## config.mk

```make
export PLATFORM = sky130hd
export DESIGN_NAME = timed_one_pole_filter_core
export DESIGN_NICKNAME = d
export VERILOG_FILES = /design/src/hdl/tof_pkg.sv /design/src/hdl/tof_csr.sv /design/src/hdl/tof_mac.sv /design/src/hdl/timed_one_pole_filter_core.sv
export SDC_FILE = /design/constraint.sdc
export NUM_CORES = 2
export LEC_CHECK = 0
export BUFFER_PORTS_ARGS = -buffer_cell sky130_fd_sc_hd__buf_2
export CORE_MARGIN = 2
export CORE_UTILIZATION = 60
export CTS_CLUSTER_DIAMETER = 150
export DETAILED_ROUTE_END_ITERATION = 6
export PLACE_DENSITY = 0.8
export SLEW_MARGIN = 0
export SYNTH_ARGS = -nofsm -noshare
export SYNTH_HDL_FRONTEND = slang
export SYNTH_HIERARCHICAL = 1
export SYNTH_SLANG_ARGS = --single-unit
```

## constraint.sdc

```tcl
create_clock -name clock -period 10.5 [get_ports clock]
set_input_delay 2.1 -clock clock [delete_from_list [all_inputs] [get_ports clock]]
set_output_delay 2.1 -clock clock [all_outputs]
set_load 0.02 [all_outputs]
```

## src/hdl/tof_pkg.sv

```systemverilog
// shared types and constants of the timed one-pole filter
package tof_pkg;

   localparam int MAX_STEPS = 16;
   localparam int STEP_W    = $clog2(MAX_STEPS + 1);
   // elapsed ticks at or below the gap limit shifted by 15 never exceed 16
   localparam int RAW_W     = 5;
   localparam int STEP_SHIFT = 15;
   localparam int DATA_W    = 32;
   localparam int COEF_W    = 31;
   localparam int OUT_W     = 17;
   localparam int ADDR_W    = 4;
   localparam int MUL_Y_W   = COEF_W + 2;
   localparam int PROD_W    = DATA_W + MUL_Y_W;

   localparam logic [DATA_W-1:0]        GAP_LIMIT = 32'h0008_0000;
   localparam logic signed [DATA_W-1:0] CLAMP_HI  = 32'sd32767;
   localparam logic signed [DATA_W-1:0] CLAMP_LO  = -32'sd32767;
   localparam logic [COEF_W-1:0]        Q31_ONE   = 31'h7FFF_FFFF;
   localparam logic [COEF_W-1:0]        RST_POLE  = 31'd2146134767;
   localparam logic [COEF_W-1:0]        RST_FEED  = 31'd2146809206;

   typedef enum logic [1:0] {
      REG_FILTER_MODE = 2'd0,
      REG_POLE_COEF   = 2'd1,
      REG_FEED_COEF   = 2'd2
   } reg_index_type;

   typedef enum logic [2:0] {
      ST_IDLE,
      ST_PREP,
      ST_RUN,
      ST_DRAIN,
      ST_DONE
   } state_type;

   // product taken in one step: input feed, input history, pole feedback
   typedef enum logic [1:0] {
      OP_FEED,
      OP_HIST,
      OP_POLE
   } op_type;

   typedef struct packed {
      logic              mode;
      logic [COEF_W-1:0] pole;
      logic [COEF_W-1:0] feed;
   } cfg_type;

   typedef struct packed {
      logic valid;
      logic first;
      logic last;
   } mac_tag_type;

   typedef struct packed {
      logic              last_fire;
      logic [DATA_W-1:0] sum;
   } mac_res_type;

endpackage

```

## src/hdl/tof_csr.sv

```systemverilog
// configuration registers behind the apb-style port
module tof_csr (
   input  logic                        clock,
   input  logic                        reset,
   input  logic                        csr_psel,
   input  logic                        csr_penable,
   input  logic                        csr_pwrite,
   input  logic [tof_pkg::ADDR_W-1:0]  csr_paddr,
   input  logic [31:0]                 csr_pwdata,
   output logic [31:0]                 csr_prdata,
   output logic                        csr_pready,
   output tof_pkg::cfg_type            cfg
);

   tof_pkg::cfg_type       cfg_ff;
   tof_pkg::reg_index_type reg_index;
   logic                   wr_en;

   assign csr_pready = 1'b1;
   assign reg_index  = tof_pkg::reg_index_type'(csr_paddr[tof_pkg::ADDR_W-1:2]);
   assign wr_en      = csr_psel & csr_penable & csr_pwrite & csr_pready;
   assign cfg        = cfg_ff;

   // register writes
   always_ff @(posedge clock) begin
      if (reset) begin
         cfg_ff.mode <= 1'b0;
         cfg_ff.pole <= tof_pkg::RST_POLE;
         cfg_ff.feed <= tof_pkg::RST_FEED;
      end else if (wr_en) begin
         case (reg_index)
            tof_pkg::REG_FILTER_MODE: cfg_ff.mode <= csr_pwdata[0];
            tof_pkg::REG_POLE_COEF:   cfg_ff.pole <= csr_pwdata[tof_pkg::COEF_W-1:0];
            tof_pkg::REG_FEED_COEF:   cfg_ff.feed <= csr_pwdata[tof_pkg::COEF_W-1:0];
            default: ;
         endcase
      end
   end

   // read mux
   always_comb begin
      case (reg_index)
         tof_pkg::REG_FILTER_MODE: csr_prdata = {31'd0, cfg_ff.mode};
         tof_pkg::REG_POLE_COEF:   csr_prdata = {1'b0, cfg_ff.pole};
         tof_pkg::REG_FEED_COEF:   csr_prdata = {1'b0, cfg_ff.feed};
         default:                  csr_prdata = '0;
      endcase
   end

endmodule

```

## src/hdl/tof_mac.sv

```systemverilog
// shared multiply-high and accumulate unit, one product per cycle
module tof_mac (
   input  logic                                  clock,
   input  logic                                  reset,
   input  tof_pkg::mac_tag_type                  tag,
   input  logic signed [tof_pkg::DATA_W-1:0]     op_x,
   input  logic signed [tof_pkg::MUL_Y_W-1:0]    op_y,
   output tof_pkg::mac_res_type                  res
);

   logic signed [tof_pkg::PROD_W-1:0] prod;
   logic [tof_pkg::DATA_W-1:0]        prod_hi_ff;
   logic [tof_pkg::DATA_W-1:0]        acc_ff;
   logic [tof_pkg::DATA_W-1:0]        acc_base;
   logic [tof_pkg::DATA_W-1:0]        sum;
   tof_pkg::mac_tag_type              tag_ff;

   // product, keep the floor of product / 2^32
   assign prod = op_x * op_y;

   always_ff @(posedge clock) begin
      prod_hi_ff <= prod[2*tof_pkg::DATA_W-1:tof_pkg::DATA_W];
   end

   always_ff @(posedge clock) begin
      if (reset) begin
         tag_ff <= '0;
      end else begin
         tag_ff <= tag;
      end
   end

   // accumulate, first product of a step starts from zero
   assign acc_base = tag_ff.first ? '0 : acc_ff;
   assign sum      = acc_base + prod_hi_ff;

   always_ff @(posedge clock) begin
      if (tag_ff.valid) begin
         acc_ff <= sum;
      end
   end

   assign res.last_fire = tag_ff.valid & tag_ff.last;
   assign res.sum       = sum;

endmodule

```

## src/hdl/timed_one_pole_filter_core.sv

```systemverilog
// top level of the timed one-pole filter: sequencer and filter state
//
// usage:
//  - req channel carries a timer reading and a signed sample per word; the
//    block takes one word at a time and drops req_ready until it is done
//  - the elapsed ticks since the last executed update, over 2^15, give
//    0..16 filter steps; a gap above 0x80000 ticks gives one step
//  - each step runs 3 products (high-pass) or 2 (low-pass) through one
//    shared 32x33 multiplier at one product per cycle; a word passes
//    through PREP, RUN, DRAIN and DONE before rsp_valid rises, and a
//    word with no step due goes from PREP straight to DONE
//  - req_ready returns in the cycle rsp_valid rises
//  - rsp channel holds one result word in an output register; the block
//    accepts the next req word while it waits and only stalls at the end
//    of that word if rsp_ready is still low
//  - reset clears filter history and last time, loads the default
//    coefficients and selects high-pass
//  - configuration must be written through the csr port while idle; the block does not enforce it
module timed_one_pole_filter_core (
   input  logic                               clock,
   input  logic                               reset,
   input  logic                               req_valid,
   output logic                               req_ready,
   input  logic [tof_pkg::DATA_W-1:0]         req_timer_reading,
   input  logic signed [tof_pkg::DATA_W-1:0]  req_sample_in,
   output logic                               rsp_valid,
   input  logic                               rsp_ready,
   output logic signed [tof_pkg::OUT_W-1:0]   rsp_filtered_out,
   input  logic                               csr_psel,
   input  logic                               csr_penable,
   input  logic                               csr_pwrite,
   input  logic [tof_pkg::ADDR_W-1:0]         csr_paddr,
   input  logic [31:0]                        csr_pwdata,
   output logic [31:0]                        csr_prdata,
   output logic                               csr_pready
);

   tof_pkg::cfg_type                      cfg;
   tof_pkg::state_type                    state_ff, state_in;
   tof_pkg::op_type                       op_ff, op_in;
   tof_pkg::mac_tag_type                  tag;
   tof_pkg::mac_res_type                  res;

   logic [tof_pkg::DATA_W-1:0]            timer_ff;
   logic signed [tof_pkg::DATA_W-1:0]     sample_ff;
   logic [tof_pkg::DATA_W-1:0]            v_ff, v_in;
   logic [tof_pkg::STEP_W-1:0]            steps_left_ff;
   logic [tof_pkg::DATA_W-1:0]            prev_input_ff;
   logic [tof_pkg::DATA_W-1:0]            prev_output_ff;
   logic [tof_pkg::DATA_W-1:0]            last_time_ff;
   logic [tof_pkg::OUT_W-1:0]             result_ff;
   logic                                  rsp_valid_ff, rsp_valid_in;
   logic [tof_pkg::OUT_W-1:0]             rsp_out_ff;

   logic [tof_pkg::DATA_W-1:0]            delta;
   logic [tof_pkg::RAW_W-1:0]             raw_steps;
   logic [tof_pkg::STEP_W-1:0]            steps;
   logic signed [tof_pkg::DATA_W-1:0]     clamped;
   logic                                  out_free;
   logic                                  accept;
   logic                                  prep_en;
   logic                                  run_en;
   logic                                  load_out;
   logic                                  last_op;
   logic signed [tof_pkg::DATA_W-1:0]     op_x;
   logic signed [tof_pkg::MUL_Y_W-1:0]    op_y;
   logic [tof_pkg::COEF_W-1:0]            lp_feed;

   tof_csr u_csr (
      .clock       (clock),
      .reset       (reset),
      .csr_psel    (csr_psel),
      .csr_penable (csr_penable),
      .csr_pwrite  (csr_pwrite),
      .csr_paddr   (csr_paddr),
      .csr_pwdata  (csr_pwdata),
      .csr_prdata  (csr_prdata),
      .csr_pready  (csr_pready),
      .cfg         (cfg)
   );

   tof_mac u_mac (
      .clock (clock),
      .reset (reset),
      .tag   (tag),
      .op_x  (op_x),
      .op_y  (op_y),
      .res   (res)
   );

   // step count from elapsed time
   assign delta     = timer_ff - last_time_ff;
   assign raw_steps = (delta > tof_pkg::GAP_LIMIT) ? tof_pkg::RAW_W'(1)
                                                    : delta[tof_pkg::STEP_SHIFT +: tof_pkg::RAW_W];
   assign steps     = (raw_steps > tof_pkg::RAW_W'(tof_pkg::MAX_STEPS))
                         ? tof_pkg::STEP_W'(tof_pkg::MAX_STEPS)
                         : tof_pkg::STEP_W'(raw_steps);

   // clamp sample and scale by 2^16
   always_comb begin
      if (sample_ff < tof_pkg::CLAMP_LO) begin
         clamped = tof_pkg::CLAMP_LO;
      end else if (sample_ff > tof_pkg::CLAMP_HI) begin
         clamped = tof_pkg::CLAMP_HI;
      end else begin
         clamped = sample_ff;
      end
   end
   assign v_in = {clamped[15:0], 16'd0};

   assign out_free = ~rsp_valid_ff | rsp_ready;
   assign last_op  = (op_ff == tof_pkg::OP_POLE);

   // next state
   always_comb begin
      state_in = state_ff;
      case (state_ff)
         tof_pkg::ST_IDLE: begin
            if (req_valid) state_in = tof_pkg::ST_PREP;
         end
         tof_pkg::ST_PREP: begin
            state_in = (steps == '0) ? tof_pkg::ST_DONE : tof_pkg::ST_RUN;
         end
         tof_pkg::ST_RUN: begin
            if (last_op && steps_left_ff == tof_pkg::STEP_W'(1)) state_in = tof_pkg::ST_DRAIN;
         end
         tof_pkg::ST_DRAIN: state_in = tof_pkg::ST_DONE;
         tof_pkg::ST_DONE: begin
            if (out_free) state_in = tof_pkg::ST_IDLE;
         end
         default: state_in = tof_pkg::ST_IDLE;
      endcase
   end

   // sequencer outputs
   always_comb begin
      req_ready = 1'b0;
      prep_en   = 1'b0;
      run_en    = 1'b0;
      load_out  = 1'b0;
      case (state_ff)
         tof_pkg::ST_IDLE: req_ready = 1'b1;
         tof_pkg::ST_PREP: prep_en   = 1'b1;
         tof_pkg::ST_RUN:  run_en    = 1'b1;
         tof_pkg::ST_DONE: load_out  = out_free;
         default: ;
      endcase
   end

   assign accept = req_valid & req_ready;

   // next product of the step
   always_comb begin
      case (op_ff)
         tof_pkg::OP_FEED: op_in = cfg.mode ? tof_pkg::OP_POLE : tof_pkg::OP_HIST;
         tof_pkg::OP_HIST: op_in = tof_pkg::OP_POLE;
         tof_pkg::OP_POLE: op_in = tof_pkg::OP_FEED;
         default:          op_in = tof_pkg::OP_FEED;
      endcase
   end

   // operand select for the shared multiplier
   assign lp_feed = tof_pkg::Q31_ONE - cfg.pole;
   always_comb begin
      case (op_ff)
         tof_pkg::OP_FEED: begin
            op_x = v_ff;
            op_y = cfg.mode ? {2'b00, lp_feed} : {2'b00, cfg.feed};
         end
         tof_pkg::OP_HIST: begin
            op_x = prev_input_ff;
            op_y = tof_pkg::MUL_Y_W'(0) - {2'b00, cfg.feed};
         end
         tof_pkg::OP_POLE: begin
            op_x = prev_output_ff;
            op_y = {2'b00, cfg.pole};
         end
         default: begin
            op_x = '0;
            op_y = '0;
         end
      endcase
   end

   assign tag.valid = run_en;
   assign tag.first = (op_ff == tof_pkg::OP_FEED);
   assign tag.last  = last_op;

   // control registers
   always_ff @(posedge clock) begin
      if (reset) begin
         state_ff     <= tof_pkg::ST_IDLE;
         rsp_valid_ff <= 1'b0;
      end else begin
         state_ff     <= state_in;
         rsp_valid_ff <= rsp_valid_in;
      end
   end
   assign rsp_valid_in = load_out | (rsp_valid_ff & ~rsp_ready);

   // step and product counters
   always_ff @(posedge clock) begin
      if (reset) begin
         op_ff         <= tof_pkg::OP_FEED;
         steps_left_ff <= '0;
      end else if (prep_en) begin
         op_ff         <= tof_pkg::OP_FEED;
         steps_left_ff <= steps;
      end else if (run_en) begin
         op_ff <= op_in;
         if (last_op) steps_left_ff <= steps_left_ff - tof_pkg::STEP_W'(1);
      end
   end

   // filter history and time of last update
   always_ff @(posedge clock) begin
      if (reset) begin
         prev_input_ff  <= '0;
         prev_output_ff <= '0;
         last_time_ff   <= '0;
      end else begin
         if (prep_en && steps != '0) last_time_ff <= timer_ff;
         if (res.last_fire) begin
            prev_input_ff  <= v_ff;
            prev_output_ff <= {res.sum[tof_pkg::DATA_W-2:0], 1'b0};
         end
      end
   end

   // word capture and result payload
   always_ff @(posedge clock) begin
      if (accept) begin
         timer_ff  <= req_timer_reading;
         sample_ff <= req_sample_in;
      end
      if (prep_en) begin
         v_ff <= v_in;
         if (steps == '0) begin
            result_ff <= {prev_output_ff[tof_pkg::DATA_W-1],
                          prev_output_ff[tof_pkg::DATA_W-1:16]};
         end
      end
      if (res.last_fire) result_ff <= res.sum[tof_pkg::DATA_W-1:15];
      if (load_out) rsp_out_ff <= result_ff;
   end

   assign rsp_valid        = rsp_valid_ff;
   assign rsp_filtered_out = rsp_out_ff;

endmodule

```

---- Word-level counts from Yosys, hierarchy flattened ----
Index checks and enable logic that the tools add are counted.
storage, ports and cells
  bits in registers ....................... 334
  output and inout bits ................... 52
  word-level logic and storage cells ...... 96
cells by class
  add/sub/neg operators ................... 5
  reductions and logical operators ........ 19
  bitwise gates (word level) .............. 9
  muxes and demuxes ....................... 25
  order comparisons ....................... 4
  equality and inequality tests ........... 12
  multipliers ............................. 1
operator list
  kind                    number
  $pmux 33 s3             1
  $pmux 32 s3             1
  $pmux 31 s3             1
  $mul 32x33->64          1
  $mux 17                 3
  $add 32x32->32          1
  $gt 32x16->1 const B    1
  $gt 32x20->1 const B    1
  $lt 32x16->1 const B    1
  $mux 32                 1
  $sub 1x31->32 const A   1
  $sub 32x32->32          1
  $mux 31                 1
  $sub 31x31->31 const A  1
  $mux 5                  5
  $mux 16                 1
  $pmux 3 s5              1
  $mux 3                  4
  $reduce_and 2->1        5
  $reduce_bool 2->1       4
  $eq 3x2->1 const B      2
  $ne 2x2->1 const B      3
  $and 1x1->1             5
  $eq 5x1->1 const B      1
  18 further kinds        28

---- Longest topological paths before layout ----
  depth after elaboration ................. 9
  gate-level depth with buffers ........... 36
  mapped depth without buffers ............ 34

---- By module ----
The synthesis kept the hierarchy.
by module, submodules not included
  module                      sequential area each (um^2)  times used  cells an instance  area each (um^2)
  tof_mac                     1,661.6                      1           4,162              39,621.8
  timed_one_pole_filter_core  5,225.0                      1           1,242              11,766.3
  tof_csr                     1,261.2                      1           302                2,902.8

---- Least setup slack after synthesis ----
No wires, ideal clock.
  kind .................................... reg-to-reg
  start point ............................. reg u_csr.cfg_ff, in the netlist u_csr/cfg[1]
  end point ............................... reg u_mac/prod_hi_ff[30] (netlist name)
  slack ................................... 507 ps
  library setup time ...................... 72 ps
  arrival ................................. 9,922 ps
  required time ........................... 10,428 ps
  path buffers ............................ 2
  cell stages (with the launch flop) ...... 34
  cells stage by stage .................... dfxtp_1 or3_4 or3_4 or3_4 or4_4 nand2b_4 or3_4 nor2_1 nor2_1 clkbuf_1 nand2_1 inv_1 fa_1 fa_1 fa_1 inv_1 fa_1 inv_1 fa_1 fa_1 inv_1 fa_1 inv_1 fa_1 ha_1 clkbuf_1 and3_1 and2_1 nand3_1 nor2_1 nand2_1 o221ai_1 o21bai_1 xor2_1
between the ends
  longest elaborated chain between the ends .. 3
  elaborated cells on any way between the ends .. 4
  those cells by class .................... 1 x add/sub; 1 x mul; 2 x mux
ends and longest elaborated chain
  item                            RTL line                           text
  from (decl)                     tof_csr.sv:15                      tof_pkg::cfg_type cfg_ff;
  $sub 1x31->32                   timed_one_pole_filter_core.sv:172  op_y = tof_pkg::MUL_Y_W'(0) - {2'b00, cfg.feed};
  $pmux 33 s3                     timed_one_pole_filter_core.sv:165  case (op_ff)
  named net op_y (one bit)        timed_one_pole_filter_core.sv:66   logic signed [tof_pkg::MUL_Y_W-1:0] op_y;
  $mul 32x33->64                  tof_mac.sv:19                      assign prod = op_x * op_y;
  named net u_mac.prod (one bit)  tof_mac.sv:11                      logic signed [tof_pkg::PROD_W-1:0] prod;
  to (signal assigned)            tof_mac.sv:22                      prod_hi_ff <= prod[2*tof_pkg::DATA_W-1:tof_pkg::DATA_W];
  to (decl)                       tof_mac.sv:12                      logic [tof_pkg::DATA_W-1:0] prod_hi_ff;
The timed path passes the listed nets, and every way through them passes these cells.
A chain may end at the register's enable or synchronous reset.

---- Worst setup path after layout ----
  start point ............................. reg u_csr.cfg_ff, in the netlist u_csr/cfg[1]
  end point ............................... reg u_mac/prod_hi_ff[31] (netlist name)
The elaborated chain is that of the path after synthesis.

==> impl_summary.log <==
[metrics] layout overhead on the synthesized area: 7.81%
[metrics] slew margin rel.: 19.2%
[metrics] clock tree skew after final layout: 0.0169 ns
[metrics] number of design rule violations left after detail routing: 0
[metrics] peak fanout along the critical path: 13
[metrics] number of antenna violations at the first check in global routing: 7
[metrics] number of hold-repair buffers added at the cts stage: 0
[metrics] CTS Buffer Depth: 3
[metrics] count of warnings emitted by yosys: 6
[metrics] fraction of post-synthesis cell area in the top cell type by area: between 40 and 50%
[metrics] final estimated routing congestion in global placement: 0.977
[metrics] status: completed
[metrics] number of pins exceeding their max-slew limit in the final report: 0
[metrics] highest-delay cell along the critical path: fa_1
[metrics] buffer and inverter count on the worst path: 7
[metrics] TritonCTS buffer count: 39
[metrics] Area contributors post-synth: fa_1 41%, edfxtp_1 8.1%, inv_1 6.9%
[metrics] Clock H-tree levels: 2
[metrics] kind of end point of the critical path: flop
[metrics] required time worst endpoint: approximately 11 ns
[metrics] gr ovfl total: 0
[metrics] first drt pass iteration count: 6
[metrics] count of standard-cell rows: 110
[metrics] share of layout cells above drive strength 1: 9.51%
[metrics] average wire length per cell after detail routing: around 21 um
[metrics] number of enable flip-flop cells after synthesis: 146
[metrics] RSZ-0062 raised after global routing: no
[metrics] worst path arrival time: 10.60 ns
[metrics] async set-reset flop share out of synthesis: 0%
[metrics] most instantiated cells after synthesis: 1104 x fa_1, 1003 x inv_1, 667 x nand2_1, 563 x and2_1, 284 x clkbuf_1
[metrics] WL final: around 140000 um
[metrics] Root Buffer Master: clkbuf_16
[metrics] worst hold path type: flop to flop
[metrics] post-DP HPWL: 114000 um
[metrics] register bit count reported by yosys: 334
[metrics] critical path start-end classification: flop to flop
[metrics] count of boundary I/O pins: 159
[metrics] CTS sink count: roughly 330
[metrics] shortest period the worst path allows: slightly above 10 ns
[metrics] ratio of routed vias to standard cells: 5.84
[metrics] TritonCTS clock tree: yes
[metrics] Maximum Capacitance Violations: 0
[metrics] Worst path most repeated cell: fa_1
[metrics] via count of the first global-routing pass: 44600
[metrics] DIE AREA: roughly 93000 um^2
[metrics] clock transition at the register clock pins on the worst setup and hold paths after CTS: 0.06 ns
[metrics] Tcrit/Tclk final: 96.5%
[metrics] area of the mapped netlist: approximately 54000 um^2
[metrics] element type at the critical path start: flop
[metrics] antenna-violating nets left: 0
[metrics] synthesized area per cell: 9.51 um^2
[metrics] pin count of the biggest net entering global routing: around 120
[metrics] port bufs: ~150
[metrics] maximum achievable frequency: 0.0987 GHz
[metrics] worst-margin pin slew: 1.21 ns
[metrics] die width: 305 um
[metrics] highest cell delay on the worst timing path: about 0.58 ns
[metrics] most common cell in the netlist: fa_1
[metrics] initial cell density of the core: 60.4%
[metrics] number of instances in the synthesized netlist: 5706
[metrics] DRC violation total after the first TritonRoute iteration: 3362
[metrics] via count of the routed design: just over 40000
[metrics] setup violators final: 0
[metrics] first-pass GRT wire length: 235000 um
[metrics] fraction of the yosys area taken by sequential cells: around 15%
[metrics] library cell with the largest summed area after synthesis: fa_1
[metrics] Reg2Reg Setup Slack: 0.37 ns
[metrics] Distinct cells, synth: 105
[metrics] final hold violation count: 0
[metrics] final-stage net count: 7231
[metrics] Core ar.: 89900 um^2
[metrics] critical path's top delay family: adder cells
[metrics] Vert. Die Dim: 305 um
[metrics] Clk Latency, worst-skew pair: 0.57 ns
[metrics] ys flop type: dfxtp_1
[metrics] Tot GR Track Use: 32.2%
[metrics] setup tns final: 0 ns
[final timing paths]
check | cells past startpoint | to | startpoint
setup / recovery | 35 | u_mac/prod_hi_ff[31] | u_csr/cfg[1]
hold / removal | 0 | rsp_filtered_out[1] | result_ff[1]
setup reg to reg | 35 | u_mac/prod_hi_ff[31] | u_csr/cfg[1]
hold reg to reg | 0 | rsp_filtered_out[1] | result_ff[1]
[state kept, by name, indices dropped and copies added (netlist names)]
register          flops
op_ff                 2
sample_ff            32
rsp_valid             1
prev_input_ff        16
state_ff              3
rsp_filtered_out     17
u_mac/acc_ff         32
v_ff                 16
result_ff            17
u_csr/cfg            63
u_mac/prod_hi_ff     32
steps_left_ff         5
last_time_ff         32
prev_output_ff       31
u_mac/tag_ff          3
timer_ff             32
[what timing repair did]
action	4_1_cts	5_1_grt
setup endpoints to repair	0	14
setup buffers	0	7
gates resized for setup	0	25
[kinds of logic (layout without fill, tap and decap cells)]
group	count (synthesis)	in the layout	share of synthesized area (%)
other	3	9	0.0207
XOR/XNOR	124	124	2.00
AO/OA/AOI/OAI	615	615	7.84
adder cells (fa/ha/maj)	1349	1349	46.4
multiplexers	138	138	2.58
flip-flops	334	334	15.0
buffers and inverters	1326	1422	9.46
AND/OR/NAND/NOR	1817	1817	16.7
[routing by layer]
layer  wire [um]  GRT usage, %  vias up  share of wire [%]
met5         185             0        -               0.13
li1            -             -    17800                  -
met1       53200          39.9    20600                 37
met2       69600          53.2     1897                 48
met4        8680          17.2        6                6.0
met3       13300          6.97      454                9.1
[cell type report]
class | instances | area (um^2)
diodes | 2 | 5.00
clock buffers | 50 | 1090
clock inverters | 22 | 208
fillers | 6997 | 31300
inverters | 1005 | 3780
multi-input cells | 4050 | 41400
flip-flops and latches | 334 | 8160
well taps | 1176 | 1470
repair buffers | 345 | 2430
[through the flow]
stage | hold WS, ns | worst slack, ns | instance area, um^2 | utilization [%] | cells
final | 0.419 | 0.372 | 58500 | 65.1 | 6984
after floorplan | 0.400 | 0.507 | 54300 | - | 5710
after global routing | 0.420 | 0.00565 | 58500 | 65.1 | 6982
after CTS | 0.418 | 0.213 | 58400 | 65.0 | 6977
after global placement | 0.404 | 0.424 | 57100 | 63.5 | 6905
after detailed placement | 0.405 | 0.268 | 57100 | 63.5 | 6905
[cells in the final DEF, fill, tap and decap left out, types with 17 or more instances in the layout]
| cell type | instances |
|---|---|
| o21ai_0 | 96 |
| nor3_1 | 32 |
| clkbuf_16 | 41 |
| a21o_1 | 41 |
| nor2b_1 | 47 |
| nor4_1 | 17 |
| edfxtp_1 | 146 |
| xor2_1 | 48 |
| a211oi_1 | 36 |
| nand3_1 | 35 |
| nand4_1 | 22 |
| buf_4 | 173 |
| a22o_1 | 30 |
| mux2i_1 | 122 |
| buf_12 | 17 |
| ha_1 | 241 |
| o21ai_2 | 33 |
| and2_1 | 561 |
| xnor2_1 | 76 |
| fa_1 | 1103 |
| inv_1 | 1001 |
| and3_1 | 46 |
| a21oi_1 | 150 |
| buf_2 | 152 |
| nand2_1 | 666 |
| nand2b_1 | 62 |
| nor2_1 | 270 |
| o311ai_1 | 28 |
| a2bb2oi_1 | 32 |
| dfxtp_1 | 185 |
Power is not shown: default switching activity piles up to over one toggle a cycle in this logic, so the estimate is an artifact.
